[config.mk]
export PLATFORM = sky130hd
export DESIGN_NAME = stack_calculator_core
export DESIGN_NICKNAME = d
export VERILOG_FILES = /design/src/rtl/stk_calc_pkg.sv /design/src/rtl/stack_calculator_core.sv /design/src/rtl/stk_calc_div.sv /design/src/rtl/stk_calc_dpath.sv /design/src/rtl/stk_calc_ctrl.sv
export SDC_FILE = /design/constraint.sdc
export NUM_CORES = 2
export LEC_CHECK = 0
export ABC_AREA = 1
export BUFFER_PORTS_ARGS = -buffer_cell sky130_fd_sc_hd__buf_2
export CAP_MARGIN = 5
export CELL_PAD_IN_SITES_DETAIL_PLACEMENT = 0
export CELL_PAD_IN_SITES_GLOBAL_PLACEMENT = 1
export CORE_UTILIZATION = 41
export DETAILED_ROUTE_END_ITERATION = 7
export PLACE_DENSITY = 0.74
export SETUP_SLACK_MARGIN = 0.02
export SYNTH_ARGS = -nofsm -noshare
export SYNTH_HDL_FRONTEND = slang
export SYNTH_HIERARCHICAL = 1
export SYNTH_SLANG_ARGS = --single-unit
[constraint.sdc]
create_clock -name clk_i -period 12.5 [get_ports clk_i]
set_clock_uncertainty 0.05 [all_clocks]
set_input_delay 1.25 -clock clk_i [delete_from_list [all_inputs] [get_ports clk_i]]
set_output_delay 1.25 -clock clk_i [all_outputs]
set_load 0.1 [all_outputs]
[src/rtl/stk_calc_pkg.sv]
// types, constants and command codes shared by the stack calculator modules
`default_nettype none

package stk_calc_pkg;

  localparam int unsigned STACK_DEPTH = 64;
  localparam int unsigned SP_W        = $clog2(STACK_DEPTH + 1);
  localparam int unsigned ADDR_W      = $clog2(STACK_DEPTH);
  localparam int unsigned DATA_W      = 32;
  localparam int unsigned DEPTH_W     = 7;
  localparam int unsigned CNT_W       = $clog2(DATA_W);

  typedef enum logic [3:0] {
    CMD_PUSH    = 4'd0,
    CMD_ADD     = 4'd1,
    CMD_SUB     = 4'd2,
    CMD_MUL     = 4'd3,
    CMD_DIV     = 4'd4,
    CMD_DUP     = 4'd5,
    CMD_DROP    = 4'd6,
    CMD_SWAP    = 4'd7,
    CMD_OVER    = 4'd8,
    CMD_PRINT   = 4'd9,
    CMD_NEWLINE = 4'd10,
    CMD_UNKNOWN = 4'd11,
    CMD_EOL     = 4'd12
  } cmd_e;

  typedef enum logic [2:0] {
    EV_SILENT  = 3'd0,
    EV_PRINT   = 3'd1,
    EV_NEWLINE = 3'd2,
    EV_LINE_OK = 3'd3,
    EV_ABORT   = 3'd4
  } event_e;

  typedef enum logic [2:0] {
    FLT_NONE    = 3'd0,
    FLT_FULL    = 3'd1,
    FLT_EMPTY   = 3'd2,
    FLT_DIVZERO = 3'd3,
    FLT_UNKNOWN = 3'd4
  } fault_e;

  typedef enum logic [2:0] {
    ST_IDLE,
    ST_EXEC,
    ST_MUL,
    ST_DIV,
    ST_SWAP
  } state_e;

  typedef enum logic [1:0] {
    WA_SP,
    WA_SP_M1,
    WA_SP_M2
  } wr_addr_e;

  typedef enum logic [2:0] {
    WD_LIT,
    WD_TOP,
    WD_NEXT,
    WD_SUM,
    WD_DIFF,
    WD_PROD,
    WD_QUOT
  } wr_data_e;

  typedef enum logic [2:0] {
    SP_HOLD,
    SP_INC,
    SP_DEC1,
    SP_DEC2,
    SP_CLEAR
  } sp_op_e;

  typedef struct packed {
    logic        [3:0]        command;
    logic signed [DATA_W-1:0] literal;
  } in_word_t;

  typedef struct packed {
    logic        [2:0]         event_res;
    logic signed [DATA_W-1:0]  value;
    logic        [2:0]         fault;
    logic        [DEPTH_W-1:0] depth;
  } out_word_t;

  // controller to datapath
  typedef struct packed {
    logic     capture;
    logic     wr_en;
    wr_addr_e wr_addr;
    wr_data_e wr_data;
    sp_op_e   sp_op;
    fault_e   err_set;
    logic     err_clr;
    logic     div_start;
    logic     out_load;
    event_e   out_event;
    logic     out_show_top;
  } ctl_t;

  // datapath to controller
  typedef struct packed {
    logic [3:0] cmd;
    logic       sp_zero;
    logic       sp_one;
    logic       sp_full;
    logic       err_any;
    logic       top_zero;
    logic       div_done;
    logic       out_free;
  } sts_t;

endpackage

`default_nettype wire

[src/rtl/stack_calculator_core.sv]
// top level of the stack calculator: controller and datapath
//
// Executes pre-decoded Forth-style words against a 64-entry stack of 32-bit
// signed values. Input channel in_valid_i/in_ready_o carries one command word
// (command code and literal); output channel out_valid_o/out_ready_i returns
// exactly one result word per command (event, printed value, line fault,
// stack depth). Both sides transfer when valid and ready are high together.
// Words are processed one at a time. Most commands read memory as the word is
// taken, then execute, the result being loaded into the output register in
// the execute state that follows; multiply and swap go through a further state
// (registered product, second stack write); divide starts the one bit per cycle
// divider and, once its 32 steps are done, writes the quotient back. A result sits in an output register;
// the next word is taken once the block is idle and that register is empty or
// being read in the same cycle, so a stalled receiver holds the result and
// blocks further input.
// After reset the stack is empty and no line error is pending; stack memory
// contents are not cleared, as only entries below the pointer are ever used.
`default_nettype none

module stack_calculator_core (
  input  wire logic                    clk_i,
  input  wire logic                    rst_ni,
  input  wire logic                    in_valid_i,
  output logic                         in_ready_o,
  input  wire stk_calc_pkg::in_word_t  in_word_i,
  output logic                         out_valid_o,
  input  wire logic                    out_ready_i,
  output stk_calc_pkg::out_word_t      out_word_o
);

  stk_calc_pkg::ctl_t ctl;
  stk_calc_pkg::sts_t sts;

  stk_calc_ctrl u_ctrl (
    .clk_i      (clk_i),
    .rst_ni     (rst_ni),
    .in_valid_i (in_valid_i),
    .in_ready_o (in_ready_o),
    .sts_i      (sts),
    .ctl_o      (ctl)
  );

  stk_calc_dpath u_dpath (
    .clk_i       (clk_i),
    .rst_ni      (rst_ni),
    .in_word_i   (in_word_i),
    .ctl_i       (ctl),
    .sts_o       (sts),
    .out_valid_o (out_valid_o),
    .out_ready_i (out_ready_i),
    .out_word_o  (out_word_o)
  );

endmodule

`default_nettype wire

[src/rtl/stk_calc_div.sv]
// signed 32-bit divider, truncating toward zero, one quotient bit per cycle
`default_nettype none

module stk_calc_div (
  input  wire logic                              clk_i,
  input  wire logic                              rst_ni,
  input  wire logic                              start_i,
  input  wire logic [stk_calc_pkg::DATA_W-1:0]   dividend_i,
  input  wire logic [stk_calc_pkg::DATA_W-1:0]   divisor_i,
  output logic                                   done_o,
  output logic      [stk_calc_pkg::DATA_W-1:0]   quotient_o
);

  logic                              busy_q;
  logic                              done_q;
  logic [stk_calc_pkg::CNT_W-1:0]    cnt_q;
  logic [stk_calc_pkg::DATA_W-1:0]   rem_q;
  logic [stk_calc_pkg::DATA_W-1:0]   quo_q;
  logic [stk_calc_pkg::DATA_W-1:0]   ub_q;
  logic                              neg_q;

  logic [stk_calc_pkg::DATA_W-1:0]   ua;
  logic [stk_calc_pkg::DATA_W-1:0]   ub;
  logic [stk_calc_pkg::DATA_W:0]     rem_sh;
  logic [stk_calc_pkg::DATA_W:0]     rem_sub;
  logic                              ge;

  assign ua = dividend_i[stk_calc_pkg::DATA_W-1] ?
              (stk_calc_pkg::DATA_W'(0) - dividend_i) : dividend_i;
  assign ub = divisor_i[stk_calc_pkg::DATA_W-1] ?
              (stk_calc_pkg::DATA_W'(0) - divisor_i) : divisor_i;

  assign rem_sh  = {rem_q, quo_q[stk_calc_pkg::DATA_W-1]};
  assign rem_sub = rem_sh - {1'b0, ub_q};
  assign ge      = rem_sh >= {1'b0, ub_q};

  always_ff @(posedge clk_i or negedge rst_ni) begin
    if (!rst_ni) begin
      busy_q <= 1'b0;
      done_q <= 1'b0;
      cnt_q  <= '0;
    end else if (start_i) begin
      busy_q <= 1'b1;
      done_q <= 1'b0;
      cnt_q  <= '0;
    end else if (busy_q) begin
      cnt_q <= cnt_q + stk_calc_pkg::CNT_W'(1);
      if (cnt_q == stk_calc_pkg::CNT_W'(stk_calc_pkg::DATA_W - 1)) begin
        busy_q <= 1'b0;
        done_q <= 1'b1;
      end
    end else begin
      done_q <= 1'b0;
    end
  end

  always_ff @(posedge clk_i) begin
    if (start_i) begin
      rem_q <= '0;
      quo_q <= ua;
      ub_q  <= ub;
      neg_q <= dividend_i[stk_calc_pkg::DATA_W-1] ^ divisor_i[stk_calc_pkg::DATA_W-1];
    end else if (busy_q) begin
      rem_q <= ge ? rem_sub[stk_calc_pkg::DATA_W-1:0] : rem_sh[stk_calc_pkg::DATA_W-1:0];
      quo_q <= {quo_q[stk_calc_pkg::DATA_W-2:0], ge};
    end
  end

  // most negative over minus one wraps back to the most negative value
  assign quotient_o = neg_q ? (stk_calc_pkg::DATA_W'(0) - quo_q) : quo_q;
  assign done_o     = done_q;

endmodule

`default_nettype wire

[src/rtl/stk_calc_dpath.sv]
// datapath: stack memory, pointer, line error, operand registers, alu and output register
`default_nettype none

module stk_calc_dpath (
  input  wire logic                    clk_i,
  input  wire logic                    rst_ni,
  input  wire stk_calc_pkg::in_word_t  in_word_i,
  input  wire stk_calc_pkg::ctl_t      ctl_i,
  output stk_calc_pkg::sts_t           sts_o,
  output logic                         out_valid_o,
  input  wire logic                    out_ready_i,
  output stk_calc_pkg::out_word_t      out_word_o
);

  logic [3:0]                        cmd_q;
  logic [stk_calc_pkg::DATA_W-1:0]   lit_q;
  logic [stk_calc_pkg::DATA_W-1:0]   top_q;
  logic [stk_calc_pkg::DATA_W-1:0]   next_q;
  logic [stk_calc_pkg::DATA_W-1:0]   prod_q;
  logic [stk_calc_pkg::SP_W-1:0]     sp_q, sp_d;
  stk_calc_pkg::fault_e              err_q, err_d;
  logic                              out_valid_q;
  stk_calc_pkg::out_word_t           out_word_q, out_word_d;

  logic [stk_calc_pkg::DATA_W-1:0]   mem [stk_calc_pkg::STACK_DEPTH];

  logic [stk_calc_pkg::ADDR_W-1:0]   addr_sp, addr_m1, addr_m2, wr_addr;
  logic [stk_calc_pkg::DATA_W-1:0]   wr_data;
  logic [stk_calc_pkg::DATA_W-1:0]   quot;
  logic                              div_done;
  stk_calc_pkg::fault_e              fault_now;

  assign addr_sp = stk_calc_pkg::ADDR_W'(sp_q);
  assign addr_m1 = stk_calc_pkg::ADDR_W'(sp_q - stk_calc_pkg::SP_W'(1));
  assign addr_m2 = stk_calc_pkg::ADDR_W'(sp_q - stk_calc_pkg::SP_W'(2));

  stk_calc_div u_div (
    .clk_i      (clk_i),
    .rst_ni     (rst_ni),
    .start_i    (ctl_i.div_start),
    .dividend_i (next_q),
    .divisor_i  (top_q),
    .done_o     (div_done),
    .quotient_o (quot)
  );

  always_comb begin
    case (ctl_i.wr_addr)
      stk_calc_pkg::WA_SP:    wr_addr = addr_sp;
      stk_calc_pkg::WA_SP_M1: wr_addr = addr_m1;
      stk_calc_pkg::WA_SP_M2: wr_addr = addr_m2;
      default:                wr_addr = addr_sp;
    endcase
  end

  always_comb begin
    case (ctl_i.wr_data)
      stk_calc_pkg::WD_LIT:  wr_data = lit_q;
      stk_calc_pkg::WD_TOP:  wr_data = top_q;
      stk_calc_pkg::WD_NEXT: wr_data = next_q;
      stk_calc_pkg::WD_SUM:  wr_data = next_q + top_q;
      stk_calc_pkg::WD_DIFF: wr_data = next_q - top_q;
      stk_calc_pkg::WD_PROD: wr_data = prod_q;
      stk_calc_pkg::WD_QUOT: wr_data = quot;
      default:               wr_data = lit_q;
    endcase
  end

  // stack memory, operand reads issued as the word is taken
  always_ff @(posedge clk_i) begin
    if (ctl_i.capture) begin
      cmd_q  <= in_word_i.command;
      lit_q  <= in_word_i.literal;
      top_q  <= mem[addr_m1];
      next_q <= mem[addr_m2];
    end
    if (ctl_i.wr_en) begin
      mem[wr_addr] <= wr_data;
    end
    prod_q <= next_q * top_q;
  end

  always_comb begin
    case (ctl_i.sp_op)
      stk_calc_pkg::SP_HOLD:  sp_d = sp_q;
      stk_calc_pkg::SP_INC:   sp_d = sp_q + stk_calc_pkg::SP_W'(1);
      stk_calc_pkg::SP_DEC1:  sp_d = sp_q - stk_calc_pkg::SP_W'(1);
      stk_calc_pkg::SP_DEC2:  sp_d = sp_q - stk_calc_pkg::SP_W'(2);
      stk_calc_pkg::SP_CLEAR: sp_d = '0;
      default:                sp_d = sp_q;
    endcase
  end

  always_comb begin
    err_d = err_q;
    if (ctl_i.err_clr) begin
      err_d = stk_calc_pkg::FLT_NONE;
    end else if (ctl_i.err_set != stk_calc_pkg::FLT_NONE) begin
      err_d = ctl_i.err_set;
    end
  end

  // at end of line the old error is reported even though it is being cleared
  assign fault_now = (ctl_i.err_set != stk_calc_pkg::FLT_NONE) ? ctl_i.err_set : err_q;

  always_comb begin
    out_word_d.event_res = ctl_i.out_event;
    out_word_d.value     = ctl_i.out_show_top ? top_q : '0;
    out_word_d.fault     = fault_now;
    out_word_d.depth     = stk_calc_pkg::DEPTH_W'(sp_d);
  end

  always_ff @(posedge clk_i or negedge rst_ni) begin
    if (!rst_ni) begin
      sp_q        <= '0;
      err_q       <= stk_calc_pkg::FLT_NONE;
      out_valid_q <= 1'b0;
    end else begin
      sp_q  <= sp_d;
      err_q <= err_d;
      if (ctl_i.out_load) begin
        out_valid_q <= 1'b1;
      end else if (out_ready_i) begin
        out_valid_q <= 1'b0;
      end
    end
  end

  always_ff @(posedge clk_i) begin
    if (ctl_i.out_load) begin
      out_word_q <= out_word_d;
    end
  end

  assign out_valid_o = out_valid_q;
  assign out_word_o  = out_word_q;

  always_comb begin
    sts_o.cmd      = cmd_q;
    sts_o.sp_zero  = (sp_q == '0);
    sts_o.sp_one   = (sp_q == stk_calc_pkg::SP_W'(1));
    sts_o.sp_full  = (sp_q == stk_calc_pkg::SP_W'(stk_calc_pkg::STACK_DEPTH));
    sts_o.err_any  = (err_q != stk_calc_pkg::FLT_NONE);
    sts_o.top_zero = (top_q == '0);
    sts_o.div_done = div_done;
    sts_o.out_free = !out_valid_q || out_ready_i;
  end

  a_sp_bound: assert property (@(posedge clk_i) disable iff (!rst_ni)
    sp_q <= stk_calc_pkg::SP_W'(stk_calc_pkg::STACK_DEPTH))
    else $error("stack pointer beyond stack depth");

  a_no_push_full: assert property (@(posedge clk_i) disable iff (!rst_ni)
    ctl_i.wr_en && (ctl_i.wr_addr == stk_calc_pkg::WA_SP) |-> !sts_o.sp_full)
    else $error("push written while stack full");

  a_err_sticky: assert property (@(posedge clk_i) disable iff (!rst_ni)
    (err_q != stk_calc_pkg::FLT_NONE) && !ctl_i.err_clr |=> err_q == $past(err_q))
    else $error("line error changed before end of line");

  a_out_free: assert property (@(posedge clk_i) disable iff (!rst_ni)
    ctl_i.out_load |-> (!out_valid_q || out_ready_i))
    else $error("result loaded over a word not yet taken");

endmodule

`default_nettype wire

[src/rtl/stk_calc_ctrl.sv]
// controller: sequences each command word through the datapath
`default_nettype none

module stk_calc_ctrl (
  input  wire logic                clk_i,
  input  wire logic                rst_ni,
  input  wire logic                in_valid_i,
  output logic                     in_ready_o,
  input  wire stk_calc_pkg::sts_t  sts_i,
  output stk_calc_pkg::ctl_t       ctl_o
);

  stk_calc_pkg::state_e state_q, state_d;
  stk_calc_pkg::sp_op_e pair_fail_op;
  logic                 pair_bad;
  logic                 finish;

  assign in_ready_o   = (state_q == stk_calc_pkg::ST_IDLE) && sts_i.out_free;
  // a two-operand word on a one-entry stack still consumes the top
  assign pair_bad     = sts_i.sp_zero || sts_i.sp_one;
  assign pair_fail_op = sts_i.sp_one ? stk_calc_pkg::SP_DEC1 : stk_calc_pkg::SP_HOLD;

  always_ff @(posedge clk_i or negedge rst_ni) begin
    if (!rst_ni) begin
      state_q <= stk_calc_pkg::ST_IDLE;
    end else begin
      state_q <= state_d;
    end
  end

  always_comb begin
    state_d            = state_q;
    ctl_o              = '0;
    ctl_o.wr_addr      = stk_calc_pkg::WA_SP;
    ctl_o.wr_data      = stk_calc_pkg::WD_LIT;
    ctl_o.sp_op        = stk_calc_pkg::SP_HOLD;
    ctl_o.err_set      = stk_calc_pkg::FLT_NONE;
    ctl_o.out_event    = stk_calc_pkg::EV_SILENT;
    finish             = 1'b0;

    unique case (state_q)
      stk_calc_pkg::ST_IDLE: begin
        ctl_o.capture = in_valid_i && in_ready_o;
        if (ctl_o.capture) begin
          state_d = stk_calc_pkg::ST_EXEC;
        end
      end

      stk_calc_pkg::ST_EXEC: begin
        finish = 1'b1;
        if (sts_i.cmd == stk_calc_pkg::CMD_EOL) begin
          ctl_o.err_clr = 1'b1;
          if (sts_i.err_any) begin
            ctl_o.sp_op     = stk_calc_pkg::SP_CLEAR;
            ctl_o.out_event = stk_calc_pkg::EV_ABORT;
          end else begin
            ctl_o.out_event = stk_calc_pkg::EV_LINE_OK;
          end
        end else if (!sts_i.err_any) begin
          unique case (sts_i.cmd) inside
            stk_calc_pkg::CMD_PUSH: begin
              if (sts_i.sp_full) begin
                ctl_o.err_set = stk_calc_pkg::FLT_FULL;
              end else begin
                ctl_o.wr_en   = 1'b1;
                ctl_o.wr_addr = stk_calc_pkg::WA_SP;
                ctl_o.wr_data = stk_calc_pkg::WD_LIT;
                ctl_o.sp_op   = stk_calc_pkg::SP_INC;
              end
            end
            stk_calc_pkg::CMD_ADD, stk_calc_pkg::CMD_SUB: begin
              if (pair_bad) begin
                ctl_o.err_set = stk_calc_pkg::FLT_EMPTY;
                ctl_o.sp_op   = pair_fail_op;
              end else begin
                ctl_o.wr_en   = 1'b1;
                ctl_o.wr_addr = stk_calc_pkg::WA_SP_M2;
                ctl_o.wr_data = (sts_i.cmd == stk_calc_pkg::CMD_ADD) ?
                                stk_calc_pkg::WD_SUM : stk_calc_pkg::WD_DIFF;
                ctl_o.sp_op   = stk_calc_pkg::SP_DEC1;
              end
            end
            stk_calc_pkg::CMD_MUL: begin
              if (pair_bad) begin
                ctl_o.err_set = stk_calc_pkg::FLT_EMPTY;
                ctl_o.sp_op   = pair_fail_op;
              end else begin
                finish  = 1'b0;
                state_d = stk_calc_pkg::ST_MUL;
              end
            end
            stk_calc_pkg::CMD_DIV: begin
              if (pair_bad) begin
                ctl_o.err_set = stk_calc_pkg::FLT_EMPTY;
                ctl_o.sp_op   = pair_fail_op;
              end else if (sts_i.top_zero) begin
                ctl_o.err_set = stk_calc_pkg::FLT_DIVZERO;
                ctl_o.sp_op   = stk_calc_pkg::SP_DEC2;
              end else begin
                ctl_o.div_start = 1'b1;
                finish          = 1'b0;
                state_d         = stk_calc_pkg::ST_DIV;
              end
            end
            stk_calc_pkg::CMD_DUP: begin
              if (sts_i.sp_zero) begin
                ctl_o.err_set = stk_calc_pkg::FLT_EMPTY;
              end else if (sts_i.sp_full) begin
                ctl_o.err_set = stk_calc_pkg::FLT_FULL;
              end else begin
                ctl_o.wr_en   = 1'b1;
                ctl_o.wr_addr = stk_calc_pkg::WA_SP;
                ctl_o.wr_data = stk_calc_pkg::WD_TOP;
                ctl_o.sp_op   = stk_calc_pkg::SP_INC;
              end
            end
            stk_calc_pkg::CMD_DROP: begin
              if (sts_i.sp_zero) begin
                ctl_o.err_set = stk_calc_pkg::FLT_EMPTY;
              end else begin
                ctl_o.sp_op = stk_calc_pkg::SP_DEC1;
              end
            end
            stk_calc_pkg::CMD_SWAP: begin
              if (pair_bad) begin
                ctl_o.err_set = stk_calc_pkg::FLT_EMPTY;
                ctl_o.sp_op   = pair_fail_op;
              end else begin
                ctl_o.wr_en   = 1'b1;
                ctl_o.wr_addr = stk_calc_pkg::WA_SP_M1;
                ctl_o.wr_data = stk_calc_pkg::WD_NEXT;
                finish        = 1'b0;
                state_d       = stk_calc_pkg::ST_SWAP;
              end
            end
            stk_calc_pkg::CMD_OVER: begin
              if (pair_bad) begin
                ctl_o.err_set = stk_calc_pkg::FLT_EMPTY;
                ctl_o.sp_op   = pair_fail_op;
              end else if (sts_i.sp_full) begin
                ctl_o.err_set = stk_calc_pkg::FLT_FULL;
              end else begin
                ctl_o.wr_en   = 1'b1;
                ctl_o.wr_addr = stk_calc_pkg::WA_SP;
                ctl_o.wr_data = stk_calc_pkg::WD_NEXT;
                ctl_o.sp_op   = stk_calc_pkg::SP_INC;
              end
            end
            stk_calc_pkg::CMD_PRINT: begin
              if (sts_i.sp_zero) begin
                ctl_o.err_set = stk_calc_pkg::FLT_EMPTY;
              end else begin
                ctl_o.sp_op        = stk_calc_pkg::SP_DEC1;
                ctl_o.out_event    = stk_calc_pkg::EV_PRINT;
                ctl_o.out_show_top = 1'b1;
              end
            end
            stk_calc_pkg::CMD_NEWLINE: begin
              ctl_o.out_event = stk_calc_pkg::EV_NEWLINE;
            end
            default: begin
              ctl_o.err_set = stk_calc_pkg::FLT_UNKNOWN;
            end
          endcase
        end
      end

      stk_calc_pkg::ST_MUL: begin
        ctl_o.wr_en   = 1'b1;
        ctl_o.wr_addr = stk_calc_pkg::WA_SP_M2;
        ctl_o.wr_data = stk_calc_pkg::WD_PROD;
        ctl_o.sp_op   = stk_calc_pkg::SP_DEC1;
        finish        = 1'b1;
      end

      stk_calc_pkg::ST_DIV: begin
        if (sts_i.div_done) begin
          ctl_o.wr_en   = 1'b1;
          ctl_o.wr_addr = stk_calc_pkg::WA_SP_M2;
          ctl_o.wr_data = stk_calc_pkg::WD_QUOT;
          ctl_o.sp_op   = stk_calc_pkg::SP_DEC1;
          finish        = 1'b1;
        end
      end

      stk_calc_pkg::ST_SWAP: begin
        ctl_o.wr_en   = 1'b1;
        ctl_o.wr_addr = stk_calc_pkg::WA_SP_M2;
        ctl_o.wr_data = stk_calc_pkg::WD_TOP;
        finish        = 1'b1;
      end

      default: begin
        state_d = stk_calc_pkg::ST_IDLE;
      end
    endcase

    if (finish) begin
      ctl_o.out_load = 1'b1;
      state_d        = stk_calc_pkg::ST_IDLE;
    end
  end

endmodule

`default_nettype wire

==> run summary <==
The die is 575 microns wide. The maximum fanout along the worst path is 94. The instance count after placement with tap cells included is 18.5k. The transition time of the tightest slew-check pin was 1.36 ns; the proportion of layout cells with a drive suffix above 1 was 0.0657. The total buffers and inverters traversed by the critical path is 7.

The first-pass iteration count of the detailed router is 7. In this run the post-CTS setup repair buffer count came out at 0. The post-synthesis net count is 15.5k. The clock passes through at most 4 buffers. The per-cell via count in the routed design was 6.03; the last weighted congestion value of the routability-driven placer was 0.953. The number of global-route vias before repair was 106k; the number of antenna violations at the first check in global routing was 34. Worst reg2reg path startpoint: u_dpath/sp_q[1].

Entering global routing, the biggest net connects 211 pins. The logs give 0 for the final hold violation count and 0 for the cts-stage hold buffer count. Commonest register cell after synthesis: edfxtp_1. Leaving out fill and tap cells, the most frequent cells in the layout are nor2_1, o21ai_0, edfxtp_1. The worst setup path is of the flip-flop to flip-flop kind.

Setup repair after global routing left no endpoint under its margin. The finished layout holds 19.0k standard cells, fillers aside. The number of max-cap violations came out at 0.

The total overflow left after global routing is 0. The critical path starts at u_dpath/sp_q[1]. The proportion of synthesized chip area in sequential cells was 0.517; the flop and latch count out of synthesis was 2,343. For this design, the slowest cell found on the critical path is dfrtp_4. The critical path endpoint category was a flip-flop.

The tree is rooted in a clkbuf_16. The first global-routing pass estimated 723,000 microns of wire. On the worst path, the slowest cell contributes a delay of 0.76 ns.

Measured along the y axis, the die boundary spans 575 microns. The relative area change from synthesis to final layout works out to 9.95%. The total number of vias was 114k; the number of slew-limit violations in the final report was 0. TritonCTS built the clock tree.

In this run the cell area of the synthesized design comes to 135,000 sq um. Gates resized during post-CTS repair numbered 0. The number of cell rows is 210. Data arrives at the worst endpoint at 7.88 ns. CTS built an H-tree with a depth of 5. The top achievable clock speed was 135 MHz.

The period utilization was 0.591. For this block, the routed nets add up to 503,000 microns of wire. Setup violations remaining at the end of the flow were counted as 0. The commonest non-fill, non-tap cell in the layout was nor2_1.

For this block, the initial DRC count from the detailed router was 16.1k. The post-detailed-placement half-perimeter wirelength is 295,000 microns, and the number of buffers created by CTS is 273. At the later pin of the worst-skew pair, clock insertion delay measures 0.92 ns. After synthesis, the mean cell area works out to 9.08 sq um. The most numerous cell type found on the critical path is nand2_1. The final routed wire length divided by cell count is 26.5 microns, and the full die area is 331,000 sq um. The floorplan step defined a core boundary enclosing 327,000 sq um.

For this design the top-level I/O count stands at 87. The async set-reset flop share out of synthesis came out at 0.00896. The count of synthesis-stage warnings from yosys is 6. The flow ran to the end, and the final reports show no timing, DRC or antenna violations. During placement, the flow inserted port buffers numbering 86. The count of unresolved DRC violations after routing came out at 0. Broken down by cell family, the worst path's largest delay share belongs to simple AND/OR/NAND/NOR gates. The count of flip-flops with a built-in enable after synthesis was 2,258. The clock-pin slew reported for the worst setup and hold paths after clock tree synthesis was 0.05 ns; the distinct cell type count after synthesis was 66. The worst-case headroom to the max-slew limit is 0.0892. In this run the remaining antenna-violating nets after routing total 0. The effective utilization at floorplan is 0.412. Type of origin of the critical path: a flip-flop. Synthesis produced a netlist whose cell count is 14.8k. The critical path required time was 12.99 ns. For the final routed database, the setup TNS stands at 0 ns. For the overall routing resource usage, the log shows 0.295. Path type of the worst min-delay path: input pin to async pin.

CTS saw 2,343 sinks. The minimum period implied by the final worst setup slack is 7.39 ns, and the number of nets in the layout is 15.1k.
-- flip-flops by register name (all words and copies together) (netlist names), 3 cells and up --
signal	flops
u_dpath/u_div/quo_q	32
u_dpath/u_div/rem_q	32
u_dpath/prod_q	32
u_dpath/lit_q	32
u_dpath/out_word_o	45
u_dpath/next_q	32
u_dpath/cmd_q	4
u_dpath/mem	2048
u_dpath/u_div/ub_q	32
u_dpath/err_q	3
u_ctrl/state_q	3
u_dpath/top_q	32
u_dpath/u_div/cnt_q	5
u_dpath/sp_q	7
-- final timing paths --
kind                                            to  slack (ns)  depth (start not counted)
max reg2reg                    u_dpath/mem[59][29]        5.11                         30
min                            u_dpath/out_valid_o        0.36                          1
min reg2reg                u_dpath/u_div/rem_q[23]        0.42                          2
max                            u_dpath/mem[59][29]        5.11                         30
max in group asynchronous          u_dpath/sp_q[0]       11.48                          1
min in group clk_i         u_dpath/u_div/rem_q[23]        0.42                          2
-- cell usage after synthesis (all sizes together), types with 18 or more instances --
master     n  area (sq um)
o22ai   1252          7830
nor2    2852         10800
nor3      80           425
nand2   1753          6640
o31ai     27           203
edfxtp  2258         67800
buf      354          1890
ha       202          2530
a31oi     38           238
nand3b    25           188
dfxtp     64          1280
xor2     114          1030
nand4     47           294
clkbuf   724          2720
a21oi    242          1210
o21ai   2659         13300
xnor2     49           437
fa       410          8210
nand3    303          1550
inv     1214          4560
a221oi    18           158
dfrtp     21           526
-- area by class of cell --
class / count / area (sq um)
antenna: 12 / 30.0
clock buffer: 339 / 7240
clock inverter: 149 / 1400
fill: 31100 / 179000
inverter: 1219 / 4630
multi-input combinational: 10200 / 57000
sequential: 2343 / 69600
tap: 4346 / 5440
timing repair buffer: 373 / 2830
-- metrics by stage --
stage                util  hold slack [ns]  instance area, sq um  setup WS, ns
global placement    0.426            0.411                139000          5.37
finish              0.453            0.359                148000          5.11
floorplan               -            0.394                135000          3.08
global route        0.453            0.394                148000          4.53
detailed placement  0.426            0.407                139000          5.32
CTS                 0.453            0.359                148000          5.27
-- layer usage --
metal / vias to the layer above / global-route usage / routed length, microns
met4: 18 / 0.123 / 22000
met1: 56000 / 0.407 / 203000
met3: 1060 / 0.0637 / 59100
li1: 50600 / - / -
met2: 6718 / 0.450 / 219000
met5: - / 0 / 139
-- logic make-up (layout without fill, tap and decap cells) --
logic type,Yosys count,in the layout,synth area share
fa+ha+maj,612,612,0.0797
flops,2343,2343,0.517
xor+xnor,163,163,0.0109
buf+inv,2297,2080,0.0682
other cells,0,12,0
compound gates,4321,4321,0.175
simple gates,5097,5097,0.149
Power is left out: the tool's default activity adds up to more than one toggle a clock period on the data nets, which glitch-free logic cannot reach.
